`src/design/hqs_pkg.sv`:
```
// Package for the quicksort engine: sequencer states and span depth width.
// No dependencies.
package hqs_pkg;

   typedef enum logic [13:0] {
      ST_LOAD   = 14'b00000000000001,
      ST_POP    = 14'b00000000000010,
      ST_PIVRD  = 14'b00000000000100,
      ST_PIVWT  = 14'b00000000001000,
      ST_IRD    = 14'b00000000010000,
      ST_IWT    = 14'b00000000100000,
      ST_JRD    = 14'b00000001000000,
      ST_JWT    = 14'b00000010000000,
      ST_SWAPI  = 14'b00000100000000,
      ST_SWAPJ  = 14'b00001000000000,
      ST_PUSHR  = 14'b00010000000000,
      ST_PUSHL  = 14'b00100000000000,
      ST_OUTRD  = 14'b01000000000000,
      ST_OUT    = 14'b10000000000000
   } state_type;

   localparam int DEPTH_W = 7;

endpackage

```
`src/design/hoare_quicksort_engine.sv`:
```
// Hoare quicksort engine: loads a set, sorts it in its element memory, emits it.
// Uses hqs_pkg for state codes.
//
// Usage
//   req_valid/req_stall carries elements (req_value, req_last). Elements are
//   accepted one per cycle while loading; req_last starts the sort. Elements
//   beyond MAX_ITEMS are dropped and rsp_overflow is raised for that set.
//   While sorting and emitting, req_stall is high.
//   rsp_valid/rsp_stall returns the sorted set in ascending order, rsp_last_res
//   on the final element, with rsp_call_count and rsp_max_depth of the sort.
//   Each partition call reads the pivot and waits for it, pushes right, pushes
//   left and pops; each element compared is read and then waited for, and each
//   swap writes both elements, all through the one element memory. Each
//   emitted element is read, then presented.
//   While the receiver stalls, the current result holds and the sequencer
//   waits. Reset (synchronous, active high) returns to loading with an empty
//   set and cleared counters; the memories hold no reset value.
module hoare_quicksort_engine #(
   parameter int MAX_ITEMS = 16
) (
   input  logic                clock,
   input  logic                reset,
   input  logic                req_valid,
   output logic                req_stall,
   input  logic signed [31:0]  req_value,
   input  logic                req_last,
   output logic                rsp_valid,
   input  logic                rsp_stall,
   output logic signed [31:0]  rsp_value_res,
   output logic                rsp_last_res,
   output logic [6:0]          rsp_call_count,
   output logic [6:0]          rsp_max_depth,
   output logic                rsp_overflow
);

   localparam int IW = $clog2(MAX_ITEMS);
   localparam int CW = $clog2(MAX_ITEMS + 1);
   localparam int SW = $clog2(MAX_ITEMS + 1);
   localparam int DW = hqs_pkg::DEPTH_W;

   typedef struct packed {
      logic [IW-1:0] lo;
      logic [IW-1:0] hi;
      logic [DW-1:0] depth;
   } span_type;

   logic [31:0]    mem [MAX_ITEMS];
   span_type       stk [MAX_ITEMS];

   hqs_pkg::state_type state_ff, state_in;
   logic [CW-1:0]  count_ff, count_in;
   logic [SW-1:0]  top_ff, top_in;
   logic [DW-1:0]  calls_ff, calls_in, peak_ff, peak_in;
   logic           drop_ff, drop_in;
   span_type       cur_ff, cur_in;
   logic [IW:0]    i_ff, i_in;
   logic signed [IW+1:0] j_ff, j_in;
   logic [31:0]    piv_ff, piv_in, vi_ff, vi_in;
   logic [IW-1:0]  k_ff, k_in;

   logic           mem_we;
   logic [IW-1:0]  mem_wa, mem_ra;
   logic [31:0]    mem_wd, mem_rd;
   logic           stk_we;
   logic [SW-1:0]  stk_wa;
   logic [IW-1:0]  stk_ra;
   span_type       stk_wd, stk_rd;

   logic           rv_ff, rv_in;
   logic [31:0]    rval_ff, rval_in;
   logic           rlast_ff, rlast_in;

   logic req_acc, rsp_acc;
   logic [IW:0] mid;
   logic signed [IW+1:0] lo_s, hi_s;
   logic [IW-1:0] j_idx;

   assign req_acc = req_valid && !req_stall;
   assign rsp_acc = rv_ff && !rsp_stall;
   assign req_stall = (state_ff != hqs_pkg::ST_LOAD);
   assign mid = ({1'b0, cur_ff.lo} + {1'b0, cur_ff.hi}) >> 1;
   assign lo_s = (IW+2)'({2'b00, cur_ff.lo});
   assign hi_s = (IW+2)'({2'b00, cur_ff.hi});
   assign j_idx = j_ff[IW-1:0];
   assign stk_ra = IW'(top_in - 1'b1);

   always_ff @(posedge clock) begin
      if (mem_we) mem[mem_wa] <= mem_wd;
      mem_rd <= mem[mem_ra];
      if (stk_we) stk[stk_wa[IW-1:0]] <= stk_wd;
      if (stk_we && stk_wa[IW-1:0] == stk_ra) stk_rd <= stk_wd;
      else stk_rd <= stk[stk_ra];
   end

   always_comb begin
      state_in = state_ff;
      count_in = count_ff;
      top_in   = top_ff;
      calls_in = calls_ff;
      peak_in  = peak_ff;
      drop_in  = drop_ff;
      cur_in   = cur_ff;
      i_in     = i_ff;
      j_in     = j_ff;
      piv_in   = piv_ff;
      vi_in    = vi_ff;
      k_in     = k_ff;
      mem_we   = 1'b0;
      mem_wa   = count_ff[IW-1:0];
      mem_wd   = {~req_value[31], req_value[30:0]};
      mem_ra   = i_ff[IW-1:0];
      stk_we   = 1'b0;
      stk_wa   = top_ff;
      stk_wd   = cur_ff;
      rv_in    = rv_ff && rsp_stall;
      rval_in  = rval_ff;
      rlast_in = rlast_ff;
      unique case (state_ff)
         hqs_pkg::ST_LOAD: begin
            if (req_acc) begin
               if (count_ff < CW'(MAX_ITEMS)) begin
                  mem_we   = 1'b1;
                  count_in = count_ff + 1'b1;
               end else begin
                  drop_in = 1'b1;
               end
               if (req_last) begin
                  cur_in.lo    = '0;
                  cur_in.hi    = IW'(count_in - 1'b1);
                  cur_in.depth = DW'(1);
                  calls_in     = DW'(1);
                  peak_in      = DW'(1);
                  state_in     = hqs_pkg::ST_PIVRD;
               end
            end
         end
         hqs_pkg::ST_POP: begin
            if (top_ff == '0) begin
               k_in     = '0;
               state_in = hqs_pkg::ST_OUTRD;
            end else begin
               cur_in   = stk_rd;
               top_in   = top_ff - 1'b1;
               calls_in = calls_ff + 1'b1;
               if (stk_rd.depth > peak_ff) peak_in = stk_rd.depth;
               state_in = hqs_pkg::ST_PIVRD;
            end
         end
         hqs_pkg::ST_PIVRD: begin
            mem_ra   = mid[IW-1:0];
            i_in     = {1'b0, cur_ff.lo};
            j_in     = hi_s;
            state_in = hqs_pkg::ST_PIVWT;
         end
         hqs_pkg::ST_PIVWT: begin
            piv_in   = mem_rd;
            state_in = hqs_pkg::ST_IRD;
         end
         hqs_pkg::ST_IRD: begin
            mem_ra   = i_ff[IW-1:0];
            state_in = hqs_pkg::ST_IWT;
         end
         hqs_pkg::ST_IWT: begin
            if (mem_rd < piv_ff) begin
               i_in     = i_ff + 1'b1;
               state_in = hqs_pkg::ST_IRD;
            end else begin
               vi_in    = mem_rd;
               state_in = hqs_pkg::ST_JRD;
            end
         end
         hqs_pkg::ST_JRD: begin
            mem_ra   = j_idx;
            state_in = hqs_pkg::ST_JWT;
         end
         hqs_pkg::ST_JWT: begin
            mem_ra = j_idx;
            if (piv_ff < mem_rd) begin
               j_in     = j_ff - 1'b1;
               state_in = hqs_pkg::ST_JRD;
            end else if ($signed({1'b0, i_ff}) <= j_ff) begin
               state_in = hqs_pkg::ST_SWAPI;
            end else begin
               state_in = hqs_pkg::ST_PUSHR;
            end
         end
         hqs_pkg::ST_SWAPI: begin
            mem_we   = 1'b1;
            mem_wa   = i_ff[IW-1:0];
            mem_wd   = mem_rd;
            state_in = hqs_pkg::ST_SWAPJ;
         end
         hqs_pkg::ST_SWAPJ: begin
            mem_we = 1'b1;
            mem_wa = j_idx;
            mem_wd = vi_ff;
            i_in   = i_ff + 1'b1;
            j_in   = j_ff - 1'b1;
            if ($signed({1'b0, i_in}) <= j_in) state_in = hqs_pkg::ST_IRD;
            else state_in = hqs_pkg::ST_PUSHR;
         end
         hqs_pkg::ST_PUSHR: begin
            if ($signed({1'b0, i_ff}) < hi_s && top_ff < SW'(MAX_ITEMS)) begin
               stk_we       = 1'b1;
               stk_wd.lo    = i_ff[IW-1:0];
               stk_wd.hi    = cur_ff.hi;
               stk_wd.depth = cur_ff.depth + 1'b1;
               top_in       = top_ff + 1'b1;
            end
            state_in = hqs_pkg::ST_PUSHL;
         end
         hqs_pkg::ST_PUSHL: begin
            if (lo_s < j_ff && top_ff < SW'(MAX_ITEMS)) begin
               stk_we       = 1'b1;
               stk_wd.lo    = cur_ff.lo;
               stk_wd.hi    = j_idx;
               stk_wd.depth = cur_ff.depth + 1'b1;
               top_in       = top_ff + 1'b1;
            end
            state_in = hqs_pkg::ST_POP;
         end
         hqs_pkg::ST_OUTRD: begin
            mem_ra = k_ff;
            if (!rv_ff || !rsp_stall) state_in = hqs_pkg::ST_OUT;
         end
         hqs_pkg::ST_OUT: begin
            rv_in    = 1'b1;
            rval_in  = {~mem_rd[31], mem_rd[30:0]};
            rlast_in = (k_ff == IW'(count_ff - 1'b1));
            if (rlast_in) begin
               state_in = hqs_pkg::ST_LOAD;
               count_in = '0;
               drop_in  = 1'b0;
            end else begin
               k_in     = k_ff + 1'b1;
               state_in = hqs_pkg::ST_OUTRD;
            end
         end
         default: state_in = hqs_pkg::ST_LOAD;
      endcase
   end

   always_ff @(posedge clock) begin
      if (reset) begin
         state_ff <= hqs_pkg::ST_LOAD;
         count_ff <= '0;
         top_ff   <= '0;
         calls_ff <= '0;
         peak_ff  <= '0;
         drop_ff  <= 1'b0;
         rv_ff    <= 1'b0;
      end else begin
         state_ff <= state_in;
         count_ff <= count_in;
         top_ff   <= top_in;
         calls_ff <= calls_in;
         peak_ff  <= peak_in;
         drop_ff  <= drop_in;
         rv_ff    <= rv_in;
      end
   end

   always_ff @(posedge clock) begin
      cur_ff   <= cur_in;
      i_ff     <= i_in;
      j_ff     <= j_in;
      piv_ff   <= piv_in;
      vi_ff    <= vi_in;
      k_ff     <= k_in;
      rval_ff  <= rval_in;
      rlast_ff <= rlast_in;
      if (state_ff == hqs_pkg::ST_OUT) begin
         rsp_call_count <= calls_ff;
         rsp_max_depth  <= peak_ff;
         rsp_overflow   <= drop_ff;
      end
   end

   assign rsp_valid     = rv_ff;
   assign rsp_value_res = rval_ff;
   assign rsp_last_res  = rlast_ff;

endmodule

```
`config.mk`:
```
export PLATFORM = sky130hd
export DESIGN_NAME = hoare_quicksort_engine
export DESIGN_NICKNAME = d
export VERILOG_FILES = /design/src/design/hqs_pkg.sv /design/src/design/hoare_quicksort_engine.sv
export SDC_FILE = /design/constraint.sdc
export NUM_CORES = 1
export LEC_CHECK = 0
export ABC_AREA = 0
export BUFFER_PORTS_ARGS = -buffer_cell sky130_fd_sc_hd__buf_2
export CAP_MARGIN = 20
export CORE_UTILIZATION = 50
export CTS_CLUSTER_DIAMETER = 150
export DETAILED_ROUTE_END_ITERATION = 8
export PLACE_DENSITY_LB_ADDON = 0.25
export SLEW_MARGIN = 20
export SYNTH_ARGS = -nofsm -noshare
export SYNTH_HDL_FRONTEND = slang
export SYNTH_SLANG_ARGS = --single-unit
```
`constraint.sdc`:
```
create_clock -name clock -period 4 [get_ports clock]
set_input_delay 1.2 -clock clock [delete_from_list [all_inputs] [get_ports clock]]
set_output_delay 1.2 -clock clock [all_outputs]
set_load 0.01 [all_outputs]
```
== Yosys cells after proc, flatten, opt, wreduce, memory -nomap -nowiden ==
Memories as Yosys holds them, arrays and structs flattened. A register that Yosys moved wholly into a read port is not among the register bits.
Cells that the tools add are included.
Word-level totals
  bits of input ports: 37
  flip-flop bits (word level): 182
  bits in writable memories: 752
  memories: 2
  output and inout bits: 50
Memories
  mem: depth 16, width 32, read ports 1, clocked after Yosys merged registers in 1, wr ports 1, RTL line hoare_quicksort_engine.sv:47  | logic [31:0] mem [MAX_ITEMS];
  stk: depth 16, width 15, read ports 1, clocked after Yosys merged registers in 1, wr ports 1, RTL line hoare_quicksort_engine.sv:48  | span_type stk [MAX_ITEMS];
Cells by class
  order comparisons: 9
  equal/unequal tests: 27
  $add $sub $neg: 12
  bitwise operators: 3
  reductions and logical operators: 25
  mux-type cells: 59
Operators by type and width (number)
  $pmux W14 S14: 1
  $lt A32 B32 Y1: 2
  $pmux W32 S2: 1
  $mux W15: 4
  $pmux W15 S2: 2
  $mux W5: 9
  $mux W11: 4
  $mux W14: 3
  $mux W7: 6
  $pmux W5 S3: 2
  $pmux W7 S2: 2
  $mux W13: 2
  $ne A2 B2 Y1 const B: 11
  $pmux W6 S3: 1
  $pmux W4 S2: 2
  $add A5 B1 Y5 const B: 3
  $add A7 B1 Y7 const B: 2
  $eq A14 B1 Y1 const B: 1
  $eq A14 B10 Y1 const B: 1
  $eq A14 B11 Y1 const B: 1
  $eq A14 B12 Y1 const B: 1
  $eq A14 B13 Y1 const B: 1
  $eq A14 B14 Y1 const B: 1
  $eq A14 B2 Y1 const B: 1
  other kinds (37): 71

== Depth between registers and ports, before layout ==
  depth in word-level cells: 9
  mapped depth: 14
  depth with buffers taken out: 12

== Worst setup path before layout ==
Ideal clock, no wire load.
  kind: register -> register
  start point: register state_ff[8]
  end point: memory mem[0][0], enable pin
  required time: 3579 ps
  arrival: 3898 ps
  cell stages (with the launch flop): 10
  slack: -319 ps
  period minus slack after synthesis: 4319 ps
  path through: dfxtp_1 > or4_1 > buf_2 > or4_1 > or2_2 > clkbuf_1 > o21a_1 > nor2b_1 > nand2_1 > nor2_1
Between the ends
  cells in the longest elaborated chain, start to end: 7
  elaborated cells between the ends (all ways): 12
Ends and longest elaborated chain
  start, declared: RTL line hoare_quicksort_engine.sv:50  | hqs_pkg::state_type state_ff, state_in;
  start signal, assigned: RTL line hoare_quicksort_engine.sv:245  | state_ff <= hqs_pkg::ST_LOAD;
  start signal, assigned: RTL line hoare_quicksort_engine.sv:253  | state_ff <= state_in;
  $ne A14 B1 Y1: RTL line hoare_quicksort_engine.sv:80  | assign req_stall = (state_ff != hqs_pkg::ST_LOAD);
  net req_stall: RTL line hoare_quicksort_engine.sv:24  | output logic req_stall,
  $logic_not A1 Y1: RTL line hoare_quicksort_engine.sv:78  | assign req_acc = req_valid && !req_stall;
  $logic_and A1 B1 Y1: RTL line hoare_quicksort_engine.sv:78
  $mux W1: RTL line hoare_quicksort_engine.sv:120  | if (req_acc) begin
  $pmux W1 S2: RTL line hoare_quicksort_engine.sv:118  | unique case (state_ff)
  $mux W1: RTL line hoare_quicksort_engine.sv:88  | if (mem_we) mem[mem_wa] <= mem_wd;
  $mux W1 (not written as such): RTL line hoare_quicksort_engine.sv:88
  end, declared: RTL line hoare_quicksort_engine.sv:47
The timed path passes the listed nets, and every way through them passes these cells.

== Worst setup path after layout ==
  start point: register state_ff[8]
  end point: register mem_rd[19], read port of mem
Between the ends
  cells in the longest elaborated chain, start to end: 3
  elaborated cells between the ends (all ways): 6
Ends and longest elaborated chain
  $eq A14 B8 Y1 / $eq A14 B7 Y1 (equally long branches): RTL line hoare_quicksort_engine.sv:118
  $reduce_or A2 Y1 (no source line)
  $pmux W4 S3 *: RTL line hoare_quicksort_engine.sv:118
  end, declared: RTL line hoare_quicksort_engine.sv:63  | logic [31:0] mem_wd, mem_rd;
Mark *: on every way between the ends. The rest lies on a longest branch, timed or not.
A chain may end at the register's enable or synchronous reset.

==> impl_metrics.py <==
metrics = {
    "outcome": {
        "outcome": "finished, final reports clean",
    },
    "layout": {
        "nFillCells": 5830,
        "syn2layout_area_growth_pct": 15.4,
        "final_cells": 3805,
        "most-common-layout-cells": "edfxtp_1, nand2_1, mux2i_1",
        "layout_commonest_cell": "edfxtp_1",
        "final_nets": 2788,
        "stdcell_area_mm2": 0.0457,
        "layout-drive-gt1-share_pct": 19.1,
    },
    "sta": {
        "fmax_mhz": 267,
        "finalCritPeriodShare_pct": 93.7,
        "fin_ws_ns": 0.253,
        "slew_headroom_pct": 25.7,
        "rsz0062_at_grt": "false",
        "hold_slack_ns": 0.436,
        "skew_ns": 0.0731,
        "finalSetupViolations": 0,
        "worst_slew_pin_slew_ns": 1.11,
        "finalMaxSlewViolations": 0,
        "hold_violations": 0,
        "period_minus_slack_ns": 3.75,
    },
    "critical_path": {
        "cpPeakStageDelay_ns": 0.70,
        "end_kind": "flip-flop",
        "path_cells": "or4_1 -> nor4_4 -> a22oi_1 -> a21oi_4 -> buf_12 -> buf_4 -> buf_4 -> mux2i_1 -> mux2i_1 -> a22o_1 -> a221o_1",
        "cp-start-kind": "flip-flop",
        "cp_data_arrival_time_ns": 4.30,
        "crit_slowest_cell": "or4_1",
        "path_class": "flip-flop to flip-flop",
        "crit_required_ns": 4.55,
        "crit_fanout": 19,
        "ff2ff_path_depth": 11,
    },
    "flow_run": {
        "maxCapViolCount": 0,
    },
    "grt": {
        "grt_max_degree": 69,
        "grt_first_pass_wirelength_mm": 144,
        "antenna_found_initial": 5,
        "grt_pass1_vias": 23000,
        "grt-ovfl-total": 0,
        "grt_util_all_layers_pct": 23.9,
    },
    "clock_network": {
        "insertion_delay_ns": 0.67,
        "cts-root-buf": "clkbuf_16",
        "cts.clk_slew.worst_paths_ns": 0.06,
        "htreeDepth": 3,
        "clock_sinks": 970,
        "numCtsBuffers": 97,
        "post_cts.repair.setup_buffers": 0,
        "ctsResizeCount": 0,
        "cts_buffer_depth": 3,
        "hold_buffers": 0,
        "cts_tree": "yes",
    },
    "die": {
        "die_area_mm2": 0.0803,
        "die_x_um": 283,
        "initial_core_util_pct": 50.9,
        "die_height_um": 283,
        "core-area_mm2": 0.0778,
        "rows": 102,
        "io_pins": 87,
    },
    "min_path": {
        "hold_class": "flip-flop to flip-flop",
        "hold_depth": 0,
    },
    "synth": {
        "yosysUniqueCellTypes": 66,
        "ys_seq_area_share_pct": 71.6,
        "synth_top_area_share_pct": 67.8,
        "ys.flop_type": "edfxtp_1",
        "ys_ff_latch": 970,
        "synth_edf_count": 894,
        "syn_nets": 2580,
        "synth_area_mm2": 0.0396,
        "syn_area_per_cell_um2": 16.0,
        "yosysTopAreaCell": "edfxtp_1",
        "synth_area_leaders": "edfxtp_1, mux2i_1, mux4_2, dfxtp_1, nand2_1",
        "synth-warning-count": 0,
        "syn_inst": 2471,
        "async_flop_share_pct": 0,
    },
    "pwr": {
        "max-vdd-ir-drop_mv": 0.372,
        "power.leakage_nw": 16.2,
        "p_total_mw": 20.8,
        "cellPowerDensity_mw_per_mm2": 455,
    },
    "placement": {
        "post-place-ws_ns": 0.303,
        "placed_cell_area_mm2": 0.0425,
        "numPlacedInstances": 3620,
        "routabilityCongestion": 0.904,
        "io_buffer_count": 86,
        "hpwl_mm": 62.2,
    },
    "route": {
        "dr_total_vias": 22600,
        "antenna_left": 0,
        "avgRoutedWirePerCell_um": 25.1,
        "drtIter0Drc": 2240,
        "via_per_inst": 5.94,
        "wl_mm": 95.7,
        "drc": 0,
        "drt_pass1_iterations": 5,
    },
}
## stage by stage
step / utilization [%] / TNS [ns]
CTS: 58.7 / 0
global route: 58.7 / 0
detailed placement: 54.5 / 0
floorplan: - / -136.07
global placement: 54.5 / 0
finish: 58.7 / 0
## layout make-up
class                           count  area (um2)  area share (%)
Clock inverter                     59         651            1.42
Antenna cell                        1        2.50         0.00548
Tap cell                         1040        1300            2.85
Timing Repair Buffer              234        1950            4.28
Sequential cell                   970       28400            62.1
Multi-Input combinational cell   1313       10600            23.2
Clock buffer                      125        2570            5.63
Inverter                           63         236           0.517
## power breakdown
| part | switching [mW] | internal [mW] |
|---|---|---|
| logic | 0.369 | 0.176 |
| clock network | 3.88 | 5.18 |
| registers | 0.0439 | 11.1 |
## cells by family after synthesis
logic type,share of synthesized area [%]
AOI/OAI and AO/OA,6.83
xor gates and xnor gates,0.796
adders and majority gates,2.29
buffers and inverters,2.13
DFF,71.6
muxes,9.53
and+or+nand+nor,6.78
## worst paths after layout
path	from	end	slack (ns)
max	state_ff[8]	mem_rd[19]	0.25
min	drop_ff	rsp_overflow	0.44
max reg2reg	state_ff[8]	mem_rd[19]	0.25
min reg2reg	drop_ff	rsp_overflow	0.44
## layer usage
metal,GRT usage [%],part of all wire [%],vias up
met3,3.73,6.5,174
met5,0,0.014,-
li1,-,-,10000
met2,39.3,49,823
met1,32.4,42,11600
met4,8.53,3.3,2
## worst max-delay path: cells and delay by family, from the launching register on
family	cells	cell delay [ns]
simple gates	2	1.21
buf+inv	3	0.76
mux	2	0.32
flops	1	0.36
compound gates	4	0.98
## synth_stat cells, drive strengths merged, types with 21 or more instances
cell type  instances
dfxtp             76
nor2              83
nand3             24
nand2            254
a221o             37
a22oi             36
ha                71
mux2i            197
and2              81
edfxtp           894
nand4             21
clkbuf            59
o21ai             23
a31oi             67
inv               63
buf               66
a22o              33
mux4              75
a21oi             43
a211oi            68
## registers in the layout, indices dropped and copies added, names as in the netlist, 7 cells and up, named ones only
name,count
rsp_value_res,32
stk,240
rsp_max_depth,7
peak_ff,7
calls_ff,7
rsp_call_count,7
piv_ff,32
vi_ff,32
mem,512
mem_rd,32
state_ff,14
cur_ff,15
(Power assumes the default switching activity.)
